File: config.mk
export PLATFORM = sky130hd
export DESIGN_NAME = obw_front
export DESIGN_NICKNAME = d
export VERILOG_FILES = /design/src/rtl/obw_pkg.sv /design/src/rtl/obw_front.sv
export SDC_FILE = /design/constraint.sdc
export NUM_CORES = 1
export LEC_CHECK = 0
export BUFFER_PORTS_ARGS = -buffer_cell sky130_fd_sc_hd__buf_4
export CORE_MARGIN = 2
export CORE_UTILIZATION = 55
export CTS_BUF_LIST = sky130_fd_sc_hd__clkbuf_4 sky130_fd_sc_hd__clkbuf_8
export DETAILED_ROUTE_END_ITERATION = 7
export GPL_ROUTABILITY_DRIVEN = 1
export PLACE_DENSITY_LB_ADDON = 0.3
export RECOVER_POWER = 100
export SLEW_MARGIN = 15
export SYNTH_ARGS = -nofsm -noshare
export SYNTH_HDL_FRONTEND = slang
export SYNTH_SLANG_ARGS = --single-unit
File: constraint.sdc
create_clock -name clock -period 8.8 [get_ports clock]
set_input_delay 1.76 -clock clock [delete_from_list [all_inputs] [get_ports clock]]
set_output_delay 1.76 -clock clock [all_outputs]
set_load 0.1 [all_outputs]
File: src/rtl/obw_pkg.sv
// ----------------------------------------------------------------------------
// obw_pkg - shared types and constants for origin_barycentric_weights
// Widths of the fixed point datapath, pipeline depths and result codes.
// ----------------------------------------------------------------------------
package obw_pkg;

   localparam int COORD_W    = 32;                    // Q16.16 vertex coordinate
   localparam int WFRAC      = 16;                    // weight fraction bits
   localparam int DIFF_W     = COORD_W + 1;           // edge vector component
   localparam int MUL_W      = 2 * DIFF_W + 2;        // widest multiplier operand
   localparam int LIMB_W     = (MUL_W + 2) / 3;       // partial product limb
   localparam int PROD_W     = 2 * MUL_W;             // multiplier product
   localparam int WIDE_W     = 2 * MUL_W + 2;         // D, S, T and clamped sums
   localparam int NUM_W      = WIDE_W + WFRAC + 2;    // divider dividend
   localparam int WGT_W      = WFRAC + 1;             // Q1.WFRAC weight

   localparam int MUL_LAT    = 4;
   localparam int DIV_LAT    = WGT_W + 1;
   localparam int PIPE_LAT   = 1 + MUL_LAT + 1 + MUL_LAT + 1 + 1 + 1 + DIV_LAT + 1;

   localparam int FIFO_DEPTH = 4;
   localparam int FIFO_AW    = $clog2(FIFO_DEPTH);

   localparam int REQ_W      = ((9 * COORD_W + 7) / 8) * 8;
   localparam int RSP_W      = ((3 * WGT_W + 2 + 7) / 8) * 8;

   // |n|^2 below this raw value counts as a zero normal
   localparam logic [WIDE_W-1:0] EPS_RAW    = WIDE_W'(184468);
   localparam logic [WGT_W-1:0]  CENTROID_W = WGT_W'(((1 << (WFRAC + 1)) + 3) / 6);

   typedef enum logic [1:0] {
      DEGEN_OK          = 2'd0,
      DEGEN_ZERO_NORMAL = 2'd1
   } degen_type;

   typedef logic signed [COORD_W-1:0] coord_type;
   typedef logic signed [DIFF_W-1:0]  diff_type;

   // a queued item: vertex A and the edge vectors AB and AC
   typedef struct packed {
      coord_type a_x;
      coord_type a_y;
      coord_type a_z;
      diff_type  ab_x;
      diff_type  ab_y;
      diff_type  ab_z;
      diff_type  ac_x;
      diff_type  ac_y;
      diff_type  ac_z;
   } item_type;

endpackage

File: src/rtl/obw_front.sv
// ----------------------------------------------------------------------------
// obw_front - input side: unpack, edge vectors, item queue
// Accepts one triangle per cycle while the queue has room.
// ----------------------------------------------------------------------------
module obw_front import obw_pkg::*; (
   input  logic             clock,
   input  logic             reset,
   input  logic             req_tvalid,
   output logic             req_tready,
   input  logic [REQ_W-1:0] req_tdata,
   output logic             item_valid,
   input  logic             item_pop,
   output item_type         item
);

   item_type             entry;
   item_type             fifo_mem [FIFO_DEPTH];
   logic [FIFO_AW-1:0]   wr_ptr_ff, wr_ptr_in;
   logic [FIFO_AW-1:0]   rd_ptr_ff, rd_ptr_in;
   logic [FIFO_AW:0]     count_ff, count_in;
   logic                 push;
   coord_type            bx, by, bz, cx, cy, cz;

   assign entry.a_x = req_tdata[0*COORD_W +: COORD_W];
   assign entry.a_y = req_tdata[1*COORD_W +: COORD_W];
   assign entry.a_z = req_tdata[2*COORD_W +: COORD_W];
   assign bx        = req_tdata[3*COORD_W +: COORD_W];
   assign by        = req_tdata[4*COORD_W +: COORD_W];
   assign bz        = req_tdata[5*COORD_W +: COORD_W];
   assign cx        = req_tdata[6*COORD_W +: COORD_W];
   assign cy        = req_tdata[7*COORD_W +: COORD_W];
   assign cz        = req_tdata[8*COORD_W +: COORD_W];

   assign entry.ab_x = DIFF_W'(bx) - DIFF_W'(entry.a_x);
   assign entry.ab_y = DIFF_W'(by) - DIFF_W'(entry.a_y);
   assign entry.ab_z = DIFF_W'(bz) - DIFF_W'(entry.a_z);
   assign entry.ac_x = DIFF_W'(cx) - DIFF_W'(entry.a_x);
   assign entry.ac_y = DIFF_W'(cy) - DIFF_W'(entry.a_y);
   assign entry.ac_z = DIFF_W'(cz) - DIFF_W'(entry.a_z);

   assign req_tready = count_ff != (FIFO_AW+1)'(FIFO_DEPTH);
   assign push       = req_tvalid && req_tready;
   assign item_valid = count_ff != '0;
   assign item       = fifo_mem[rd_ptr_ff];

   always_comb begin
      wr_ptr_in = push     ? wr_ptr_ff + 1'b1 : wr_ptr_ff;
      rd_ptr_in = item_pop ? rd_ptr_ff + 1'b1 : rd_ptr_ff;
      count_in  = count_ff + (FIFO_AW+1)'(push) - (FIFO_AW+1)'(item_pop);
   end

   always_ff @(posedge clock) begin
      if (reset) begin
         wr_ptr_ff <= '0;
         rd_ptr_ff <= '0;
         count_ff  <= '0;
      end else begin
         wr_ptr_ff <= wr_ptr_in;
         rd_ptr_ff <= rd_ptr_in;
         count_ff  <= count_in;
      end
   end

   always_ff @(posedge clock) begin
      if (push) begin
         fifo_mem[wr_ptr_ff] <= entry;
      end
   end

endmodule

==> metrics.log <==
[metrics] proportion of power drawn by flip-flops and latches: 0.429
[metrics] library cell occupying the most area in the post-synthesis netlist: edfxtp_1
[metrics] prevailing post-synth register cell: edfxtp_1
[metrics] cell area after layout: about 60000 µm²
[metrics] total of endpoints with negative setup slack in the final report: 0
[metrics] worst setup path category: flip-flop to primary output
[metrics] Worst R2R Setup Slack: roughly 2800 ps
[metrics] CP max stage cell: dfxtp_1
[metrics] number of buffers inserted by port buffering: approximately 590
[metrics] area delta synth->final: 16.0%
[metrics] instance count of the mapped netlist: about 3000
[metrics] Clk pwr share: 0.262
[metrics] max-slew violations: ~1100
[metrics] pin count of the biggest net entering global routing: roughly 140
[metrics] total of warnings raised by yosys: 0
[metrics] RSZ-0062 raised after global routing: no
[metrics] fraction of synthesized cell area taken by the top area cell type: 0.675
[metrics] wire length of the first global-routing pass: between 150000 and 200000 µm
[metrics] part of the total power dissipated in combinational logic: 0.309
[metrics] number of sinks handled by clock tree synthesis: about 1200
[metrics] number of buffers created by CTS: approximately 190
[metrics] width of the chip: about 310 µm
[metrics] placer's final routability congestion estimate: 0.889
[metrics] maximum fanout count along the critical path: 133
[metrics] most used standard cells in the synthesized netlist: edfxtp_1, mux4_2, ha_1, inv_1, a21oi_1
[metrics] maximum number of buffers from clock root to sink: 3
[metrics] filler instances: 6839
[metrics] element type at the critical path end: primary output
[metrics] Max stage delay on crit path: between 2000 and 2500 ps
[metrics] detail-routed net length per standard cell: roughly 24 µm
[metrics] standard-cell row count: 113
[metrics] LEAKAGE: between 20 and 25 nW
[metrics] layout cell share with drive strength beyond 1: 0.234
[metrics] Rel. slew slack: -1.87
[metrics] clk slew on worst S/H paths: approximately 60 ps
[metrics] floorplan die area: a little under 100000 µm²
[metrics] worst hold path cell count: 2
[metrics] Total Nets Final: about 4200
[metrics] area inside the core boundary: about 95000 µm²
[metrics] Fmax achieved: around 140 MHz
[metrics] most common cell in the synthesized netlist: edfxtp_1
[metrics] mean cell area of the mapped netlist: roughly 18 µm²
[metrics] die height: ~310 µm
[metrics] number of vias in the routed layout: roughly 30000
[metrics] P per Cell Area: 282 nW/µm²
[metrics] number of levels the H-tree was split into: 4
[metrics] remaining global-route overflow: 0
[metrics] reg2reg start: count_ff[1]
[metrics] post-layout util: 0.641
[metrics] Reg-to-Reg End: fifo_mem[2][267]
[metrics] worst supply voltage drop on vdd: ~0.18 mV
[metrics] terminating pin of the worst hold path: wr_ptr_ff[1]
[metrics] Resize count post-CTS: 0
[metrics] data arrival time of the worst path: about 5200 ps
[metrics] switch share: 0.375
[metrics] nature of the critical path startpoint: flip-flop
[metrics] number of antenna violations at the first check in global routing: 28
[metrics] violation count after the first detailed-routing iteration: ~2700
[metrics] async set-reset flop share out of synthesis: 0
[metrics] Routed WL: 123000 µm
[metrics] Pre-Repair DR Iteration Count: 5
[metrics] Fin Clk Skew: between 30 and 40 ps
[metrics] Setup TNS: 0 ps
[metrics] hold path startpoint: wr_ptr_ff[1]
[metrics] estimated wirelength of the detail-placed design: about 80000 µm
[metrics] largest cells by area after synthesis: edfxtp_1, mux4_2, ha_1
[metrics] max_cap viols: 10
[metrics] Post-CTS Hold Fix Bufs: 0
[metrics] portion of the clock cycle consumed by the worst path in the final layout: 0.794
[metrics] slew at the pin closest to its max-slew limit: 4300 ps
[metrics] Top-Level Pins: 588
[metrics] P_sw: between 0.006 and 0.007 W
[metrics] placed cell areas: a little under 60000 µm²
[metrics] number of nets in the synthesized netlist: approximately 3500
[metrics] clock latency at the later pin of the worst-skew pair: around 860 ps
[metrics] combined global-route utilization of all metal layers: 0.249
[metrics] root cell of the clock tree: clkbuf_8
[metrics] overall power: 0.0171 W
[metrics] violations in the final reports: max-capacitance violations, max-slew violations
[metrics] vias in the first global route: just over 30000
[metrics] count of cell types in the netlist: 74
[metrics] number of flops mapped to enable cells by yosys: between 1000 and 1500
[metrics] required time at the endpoint of the critical path: between 7000 and 8000 ps
[metrics] number of remaining DRC errors: 0
[metrics] post-route minimum period: about 7000 ps
[metrics] Hold WC Path Type: flip-flop to flip-flop
[metrics] Internal Dissipation: around 0.011 W
[metrics] sequential share of the synthesized area: 0.679
[metrics] initial core utilization: 0.553
[metrics] Final ANT Viol Nets: 0
[metrics] flop and latch count out of synthesis: about 1200
[metrics] routed via count divided by cell count: 5.83
[metrics] clock tree from TritonCTS: built
[metrics] setup bufs post-CTS: 0
[metrics] post-synthesis instance area: about 52000 µm²
[metrics] worst path cell trace: buf_12, mux4_2, clkbuf_1
[metrics] hold violation count in the final report: 0
[metrics] cells on worst reg2reg path: 4
[metrics] run status: finished, violations left
[worst max-delay path by stage]
stage | slack (ps) | startpoint | cells after the start | endpoint
after floorplan | 3030 | req_tvalid | 1 | fifo_mem[0][0]
after global placement | 3390 | req_tdata[0] | 12 | fifo_mem[2][197]
after detailed placement | 3320 | req_tdata[0] | 12 | fifo_mem[3][197]
after CTS | 3220 | flip-flop | 3 | item[262]
after global routing | 1580 | flip-flop | 3 | item[53]
final | 1810 | flip-flop | 3 | item[262]
[logic make-up (layout without fill, tap and decap cells)]
family | count (synthesis) | in the layout | share of synthesized area
DFF | 1185 | 1185 | 0.679
AOI/OAI and AO/OA | 523 | 523 | 0.0651
and+or+nand+nor | 357 | 357 | 0.0341
muxes | 296 | 296 | 0.127
buffers and inverters | 240 | 1102 | 0.0172
adders and majority gates | 205 | 205 | 0.0500
xor gates and xnor gates | 166 | 166 | 0.0278
other | 0 | 26 | 0
[power groups by stage]
stage          combinational, W  sequential [W]  clock (W)
2_1_floorplan           0.00424         0.00740          0
3_3_place_gp            0.00554         0.00736          0
3_5_place_dp            0.00557         0.00739          0
4_1_cts                 0.00559         0.00728    0.00461
5_1_grt                 0.00551         0.00741    0.00484
6_report                0.00529         0.00735    0.00450
[cell usage in the layout (no fill, tap or decap), types with 8 or more instances in the layout]
cell type / count
o31ai_1: 9
xnor2_1: 121
dfxtp_1: 8
and3_1: 22
a31oi_1: 21
buf_4: 284
clkinv_1: 44
edfxtp_1: 1176
nand2_1: 85
o21a_1: 33
ha_1: 198
nor3_1: 17
inv_1: 161
o21ai_0: 91
or3_1: 9
a21oi_1: 158
and2_1: 8
clkbuf_1: 308
diode_2: 26
nand2b_1: 25
clkinv_2: 21
clkbuf_4: 63
nor2_1: 86
a21o_1: 92
mux4_2: 294
xor2_1: 45
o21bai_1: 14
nand4_1: 15
a211oi_1: 14
clkbuf_8: 191
o211ai_1: 16
nand3_1: 32
nor2b_1: 32
[through the flow]
| step | hold slack, ps | setup slack, ps | instances |
|---|---|---|---|
| floorplan | 463 | 3030 | 2972 |
| global placement | 493 | 3390 | 4762 |
| detailed placement | 506 | 3320 | 4762 |
| CTS | 513 | 3220 | 5099 |
| global route | 541 | 1580 | 5117 |
| finish | 513 | 1810 | 5125 |
[final cells by class]
type	count	area (µm²)	share of cell area
Sequential cell	1185	35500	0.585
Timing Repair Buffer	604	3420	0.0564
Clock inverter	83	518	0.00854
Inverter	161	604	0.00996
Multi-Input combinational cell	1547	15900	0.262
Tap cell	1265	1580	0.0261
Clock buffer	254	3100	0.0511
Antenna cell	26	65.1	0.00107
[flip-flops by register name, summed over array words and instances (netlist names), named ones only]
register / count
rd_ptr_ff: 2
wr_ptr_ff: 2
fifo_mem: 1176
count_ff: 3
[critical path: cells and delay by family (launching register included)]
| kind | cells | cell delay [ps] |
|---|---|---|
| buffers and inverters | 2 | 1720 |
| flip-flops | 1 | 2090 |
| multiplexers | 1 | 380 |
[metal layers]
layer  track usage  wire [µm]  part of all wire
met2         0.403      60400              0.49
met5             0         88           0.00072
met1         0.311      46800              0.38
met4         0.107       4350             0.036
met3        0.0786      10800             0.088
Note: power is estimated with default switching activity, not from simulation.
